--- src/hdl/hsfc_pkg.sv ---
package hsfc_pkg;

  localparam int unsigned DataW = 32;

  typedef enum logic {
    OP_H2S = 1'b0,
    OP_S2H = 1'b1
  } op_e;

  // half to single, exact
  function automatic logic [31:0] half_to_single(input logic [15:0] h);
    logic        sgn;
    logic [4:0]  e;
    logic [9:0]  m;
    logic [3:0]  lz;
    logic [9:0]  mn;
    logic [31:0] r;
    sgn = h[15];
    e   = h[14:10];
    m   = h[9:0];
    lz  = 4'd0;
    // leading-zero count over the 10-bit mantissa
    for (int i = 0; i < 10; i++) begin
      if (m[i]) lz = 4'(9 - i);
    end
    mn = 10'(({1'b0, m} << (lz + 4'd1)));
    if (e == 5'h1f) begin
      r = {sgn, 8'hff, (m != 10'd0), 22'd0};
    end else if (e == 5'd0) begin
      if (m == 10'd0) r = {sgn, 31'd0};
      else r = {sgn, 8'(8'd112 - {4'd0, lz}), mn, 13'd0};
    end else begin
      r = {sgn, 8'({3'd0, e} + 8'd112), m, 13'd0};
    end
    return r;
  endfunction

  // single to half, round to nearest even
  function automatic logic [31:0] single_to_half(input logic [31:0] f);
    logic        sgn;
    logic [7:0]  e;
    logic [23:0] mb;
    logic [4:0]  sh;
    logic [4:0]  he;
    logic [24:0] mr;
    logic [11:0] mnt;
    logic [15:0] r;
    sgn = f[31];
    e   = f[30:23];
    mb  = {1'b0, f[22:0]};
    he  = 5'd0;
    sh  = 5'd0;
    mr  = 25'd0;
    mnt = 12'd0;
    if (e == 8'hff) begin
      r = {sgn, 5'h1f, (f[22:0] != 23'd0), 9'd0};
    end else if (e > 8'd142) begin
      r = {sgn, 5'h1f, 10'd0};
    end else if (e < 8'd102) begin
      r = {sgn, 15'd0};
    end else begin
      if (e < 8'd113) begin
        sh = 5'(8'd113 - e);
        mb = {1'b1, f[22:0]} >> sh;
        he = 5'd0;
      end else begin
        he = 5'(e - 8'd112);
      end
      mr = {1'b0, mb};
      if ({1'b0, mb[12:0]} > (14'h1000 - {13'd0, mb[13]})) mr = mr + 25'h2000;
      mnt = mr[24:13];
      r = {sgn, 15'(({10'd0, he} + {13'd0, mnt[11:10]}) << 10 | {5'd0, mnt[9:0]})};
    end
    return {16'd0, r};
  endfunction

endpackage

--- src/hdl/hsfc_core.sv ---
module hsfc_core (
  input  hsfc_pkg::op_e     op_i,
  input  logic [31:0]       operand_i,
  output logic [31:0]       result_o
);
  import hsfc_pkg::*;

  // direction select
  always_comb begin
    unique case (op_i)
      OP_H2S:  result_o = half_to_single(operand_i[15:0]);
      OP_S2H:  result_o = single_to_half(operand_i);
      default: result_o = '0;
    endcase
  end
endmodule

--- src/hdl/half_single_float_converter.sv ---
// half/single float converter
// input channel: valid_i/ready_o with op_i (0 = half to single,
// 1 = single to half) and operand_i. output channel: valid_o/ready_i
// with result_o. a beat is moved when valid and ready are both high.
// the input beat is captured in an input register; the conversion is
// combinational between it and the result register.
// the input beat passes through the input register and then the result
// register before valid_o rises.
// throughput: one beat per cycle while ready_i stays high, set by the two register stages.
// each stage advances when its downstream slot is free or being taken,
// so a stall on ready_i backs up through both stages and then drops
// ready_o; no beat is lost or repeated.
// reset clears both stage valid flags; no results are pending after it.
// half results sit in the low 16 bits with the upper half zero.
module half_single_float_converter (
  input  logic        clk_i,
  input  logic        rst_ni,
  input  logic        valid_i,
  output logic        ready_o,
  input  logic        op_i,
  input  logic [31:0] operand_i,
  output logic        valid_o,
  input  logic        ready_i,
  output logic [31:0] result_o
);
  import hsfc_pkg::*;

  logic        in_vld_q;
  op_e         op_q;
  logic [31:0] operand_q;
  logic        out_vld_q;
  logic [31:0] result_q;
  logic [31:0] result_d;
  logic        out_adv;
  logic        in_adv;

  assign out_adv = !out_vld_q || ready_i;
  assign in_adv  = !in_vld_q || out_adv;
  assign ready_o = in_adv;

  // input register
  always_ff @(posedge clk_i or negedge rst_ni) begin
    if (!rst_ni) begin
      in_vld_q <= 1'b0;
    end else if (in_adv) begin
      in_vld_q <= valid_i;
    end
  end

  always_ff @(posedge clk_i) begin
    if (in_adv && valid_i) begin
      op_q      <= op_e'(op_i);
      operand_q <= operand_i;
    end
  end

  hsfc_core u_core (
    .op_i      (op_q),
    .operand_i (operand_q),
    .result_o  (result_d)
  );

  // result register
  always_ff @(posedge clk_i or negedge rst_ni) begin
    if (!rst_ni) begin
      out_vld_q <= 1'b0;
    end else if (out_adv) begin
      out_vld_q <= in_vld_q;
    end
  end

  always_ff @(posedge clk_i) begin
    if (out_adv && in_vld_q) begin
      result_q <= result_d;
    end
  end

  assign valid_o  = out_vld_q;
  assign result_o = result_q;

  // a stalled result must not change
  a_hold: assert property (@(posedge clk_i) disable iff (!rst_ni)
    valid_o && !ready_i |=> valid_o && $stable(result_o)) else $error("result changed");

  // ready drops only when both stages are full
  a_ready: assert property (@(posedge clk_i) disable iff (!rst_ni)
    !ready_o |-> in_vld_q && out_vld_q && !ready_i) else $error("bad ready");

  // half results keep the upper half zero
  a_upper: assert property (@(posedge clk_i) disable iff (!rst_ni)
    in_vld_q && op_q == OP_S2H |-> result_d[31:16] == 16'd0) else $error("upper bits set");

endmodule
--- config.mk ---
export PLATFORM = sky130hd
export DESIGN_NAME = half_single_float_converter
export DESIGN_NICKNAME = d
export VERILOG_FILES = /design/src/hdl/hsfc_pkg.sv /design/src/hdl/hsfc_core.sv /design/src/hdl/half_single_float_converter.sv
export SDC_FILE = /design/constraint.sdc
export NUM_CORES = 1
export LEC_CHECK = 0
export BUFFER_PORTS_ARGS = -buffer_cell sky130_fd_sc_hd__buf_2
export CAP_MARGIN = 30
export CORE_UTILIZATION = 40
export DETAILED_ROUTE_END_ITERATION = 8
export HOLD_SLACK_MARGIN = 0.12
export SKIP_LAST_GASP = 1
export SYNTH_ARGS = -nofsm -noshare
export SYNTH_HDL_FRONTEND = slang
export SYNTH_SLANG_ARGS = --single-unit
--- constraint.sdc ---
create_clock -name clk_i -period 7.2 [get_ports clk_i]
set_clock_uncertainty 0.2 [all_clocks]
set_input_delay 0.72 -clock clk_i [delete_from_list [all_inputs] [get_ports clk_i]]
set_output_delay 0.72 -clock clk_i [all_outputs]
set_load 0.01 [all_outputs]
==> summary.md <==
| Metric | Value |
|---|---|
| Status | finished, final reports clean |
| Required time worst endpoint | 7070 ps |
| Worst skew pair latency | 340 ps |
| TritonCTS clock tree | yes |
| Worst setup EP type | flop |
| Post-synth ARST share | 0.0303 |
| Synth cell types | 75 |
| DIE AREA | 13600 µm² |
| Arrival @ worst endpoint | 5760 ps |
| Power per cell area | 214 nW/µm² |
| Post-synth EDFFs | 64 |
| CTS Sinks | 66 |
| Start of the worst register-to-register path | operand_q[25] |
| HPWL Detailed | 10700 µm |
| Dominant synthesized flop cell | edfxtp_1 |
| Largest net degree at the start of global routing | 37 |
| Worst path max stage delay | 650 ps |
| Initial Util | 0.414 |
| Clk pwr share | 0.358 |
| Leakage power | 2.31 nW |
| Gr usage total | 0.227 |
| IR drop worst, VDD | 0.147 mV |
| Clock tree buffer depth | 2 |
| Crit share post-route | 0.818 |
| Worst hold slack | 286 ps |
| Mapped Area | 5260 µm² |
| Vias per cell | 5.96 |
| Die width | 117 µm |
| Syn_area_per_cell | 10.2 µm² |
| Routed wire length | 14400 µm |
| Htree depth | 3 |
| Power share of the sequential group | 0.383 |
| First drt pass iteration count | 5 |
| Via count | 4431 |
| Post-route insts no fill | 743 |
| Inst Count DP | 724 |
| Setup Total Neg Slack | 0 ps |
| Hold path startpoint | in_vld_q |
| Port bufs | 70 |
| Worst-Margin Slew | 792 ps |
| DRC Markers | 0 |
| CTS Buf Count | 9 |
| Clock Pin Slew Worst Setup and Hold Paths | 60 ps |
| Synth warn | 0 |
| Sequential area share after synthesis | 0.375 |
| RSZ-0062 raised after global routing | no |
| DR WL/cell | 19.4 µm |
| Final Core Density | 0.474 |
| Most frequent CP cell | ha_1 |
| Register bit count reported by yosys | 66 |
| Post-Syn Instances | 518 |
| Rows | 41 |
| Antenna Nets Post-Route | 0 |
| Placer Congestion | 0.955 |
| Worst path slowest cell | xor2_2 |
| Pint | 0.901 mW |
| Final hold vios | 0 |
| Layout area overhead | 14.7% |
| Final setup viols | 0 |
| Core Area | 12700 µm² |
| Global-route wire length before repair | 22700 µm |
| Net Sw Power | 0.392 mW |
| # IOs | 71 |
| Hold Path Class | flop to flop |
| Root buffer cell | clkbuf_16 |
| Net Sw Frac | 0.303 |
| Antenna violations before repair | 0 |
| Kind of critical path | flop to flop |
| Setup crit start | operand_q[25] |
| Cell Chain, Critical Path | inv_1 > ha_1 > xor2_2 > buf_4 > a211oi_1 > a211oi_2 > nor2_4 > inv_2 > ha_1 > nor2_1 > maj3_1 > o21ba_2 > o2bb2ai_4 > nand3_4 > nor3_1 > a21o_1 > ha_1 > inv_1 > fa_1 > nor2_1 > xor2_1 > o221ai_1 |
| Final Max Tran Viols | 0 |
| Die Y | 117 µm |
| Ant diodes | 0 |
| Combinational Power Share | 0.259 |
| Synth Net Count | 568 |
| Minimum clock period | 5890 ps |
| Crit path max fanout | 17 |
| Slew margin rel. | 0.472 |
| Max-Cap Viols | 0 |
| Grt ovf | 0 |
| Post-CTS setup buffer count | 0 |
| Final #Nets | 616 |
| Layout cells sized above 1 | 0.261 |
| Initial drt markers | 327 |
| Fmax | 170 MHz |
| Vias in the first global route | 4080 |
| CP startpoint kind | flop |
[state kept, by name, indices dropped and copies added, names as in the netlist]
name / cells
in_vld_q: 1
op_q: 1
operand_q: 32
result_o: 31
valid_o: 1
[cell type report]
cell class,instances,area (µm²)
clock buffer,9,225
clock inverter,7,93.8
multi-input combinational,388,3000
fill,1222,6690
timing repair buffer,81,455
inverter,20,75.1
sequential,66,1970
tap,172,215
[power groups by stage]
stage / clock (mW) / sequential [mW] / combinational [mW]
floorplan: 0 / 0.486 / 0.252
global placement: 0 / 0.502 / 0.324
detailed placement: 0 / 0.503 / 0.327
CTS: 0.473 / 0.496 / 0.328
global route: 0.489 / 0.498 / 0.369
finish: 0.463 / 0.495 / 0.335
[placed cells by master (no fill, tap or decap), types with 5 or more instances in the layout]
master      n
buf_2      70
edfxtp_1   64
nand2_1    54
nor2_1     48
a21oi_1    30
mux4_2     24
mux2i_1    23
inv_1      18
o21ai_0    16
nor3_1     15
ha_1       12
nand3_1    11
mux2_2     10
clkbuf_16   9
buf_4       9
nand2b_1    8
a22oi_1     7
xnor2_1     6
nor2b_1     6
o211ai_1    6
and3_1      6
nor4_1      6
a22o_1      6
o221ai_1    6
o31ai_1     5
a211oi_1    5
[worst max-delay path: cells and delay by family, from the launching register on]
kind,cells,cell delay [ps]
flip-flops,1,530
XOR/XNOR,2,810
AO/OA/AOI/OAI,6,1170
buffers and inverters,4,710
AND/OR/NAND/NOR,5,830
adder cells (fa/ha/maj),5,1350
[cells in the mapped netlist, types with 3 or more instances]
| library cell | number | share of area |
|---|---|---|
| edfxtp_1 | 64 | 0.37 |
| o21a_1 | 3 | 0.0043 |
| or2_2 | 4 | 0.0048 |
| o211ai_1 | 6 | 0.0086 |
| clkbuf_1 | 21 | 0.015 |
| or3_1 | 4 | 0.0048 |
| mux4_2 | 24 | 0.10 |
| o31a_1 | 3 | 0.0050 |
| nand2b_1 | 8 | 0.0095 |
| o21ai_0 | 16 | 0.015 |
| inv_1 | 18 | 0.013 |
| o221ai_1 | 6 | 0.010 |
| a22oi_1 | 7 | 0.010 |
| nor3_1 | 15 | 0.014 |
| nor2_1 | 48 | 0.034 |
| xnor2_1 | 6 | 0.010 |
| buf_1 | 6 | 0.0043 |
| and3_1 | 6 | 0.0071 |
| buf_6 | 5 | 0.011 |
| o311ai_0 | 3 | 0.0050 |
| nand4_1 | 4 | 0.0048 |
| mux2_2 | 10 | 0.021 |
| o21bai_1 | 3 | 0.0043 |
| ha_1 | 12 | 0.029 |
| o31ai_1 | 5 | 0.0071 |
| a22o_1 | 6 | 0.010 |
| and2_1 | 4 | 0.0048 |
| buf_4 | 3 | 0.0043 |
| nand2_1 | 54 | 0.039 |
| nor2b_1 | 6 | 0.0071 |
| mux2i_1 | 23 | 0.044 |
| buf_2 | 9 | 0.0086 |
| a211oi_1 | 5 | 0.0071 |
| a31oi_1 | 4 | 0.0048 |
| nand3_1 | 11 | 0.010 |
| a21oi_1 | 30 | 0.029 |
| nor4_1 | 6 | 0.0071 |
[per-layer routing]
metal,wire length [µm],GRT usage
met5,0,0
met2,6210,0.335
met1,6700,0.320
met4,485,0.0937
met3,1040,0.0535
[worst paths after layout]
path,slack [ps],cells after the start,to
min reg2reg,290,1,valid_o
max,1310,22,result_o[14]
max in group asynchronous,6200,2,valid_o
min in group asynchronous,500,2,in_vld_q
min,290,1,valid_o
max reg2reg,1310,22,result_o[14]
[logic make-up (layout without fill, tap and decap cells)]
kind of cell	count (synthesis)	after routing	synth area share
buffers and inverters	64	117	0.0571
muxes	57	57	0.168
DFF	66	66	0.375
adders and majority gates	14	14	0.0342
and+or+nand+nor	184	184	0.173
AOI/OAI and AO/OA	125	125	0.180
xor gates and xnor gates	8	8	0.0133
[metrics by stage]
step / power [mW] / cell area, µm² / worst slack [ps]
floorplan: 0.738 / 5260 / 1690
global placement: 0.827 / 5670 / 1490
detailed placement: 0.830 / 5670 / 1320
CTS: 1.30 / 6000 / 1300
global route: 1.36 / 6030 / 956
finish: 1.29 / 6030 / 1310
[timing repair]
item,in CTS,in global routing
hold buffers,1,0
gates resized for setup,0,0
endpoints found under the hold margin,2,0
(Power assumes the default switching activity.)
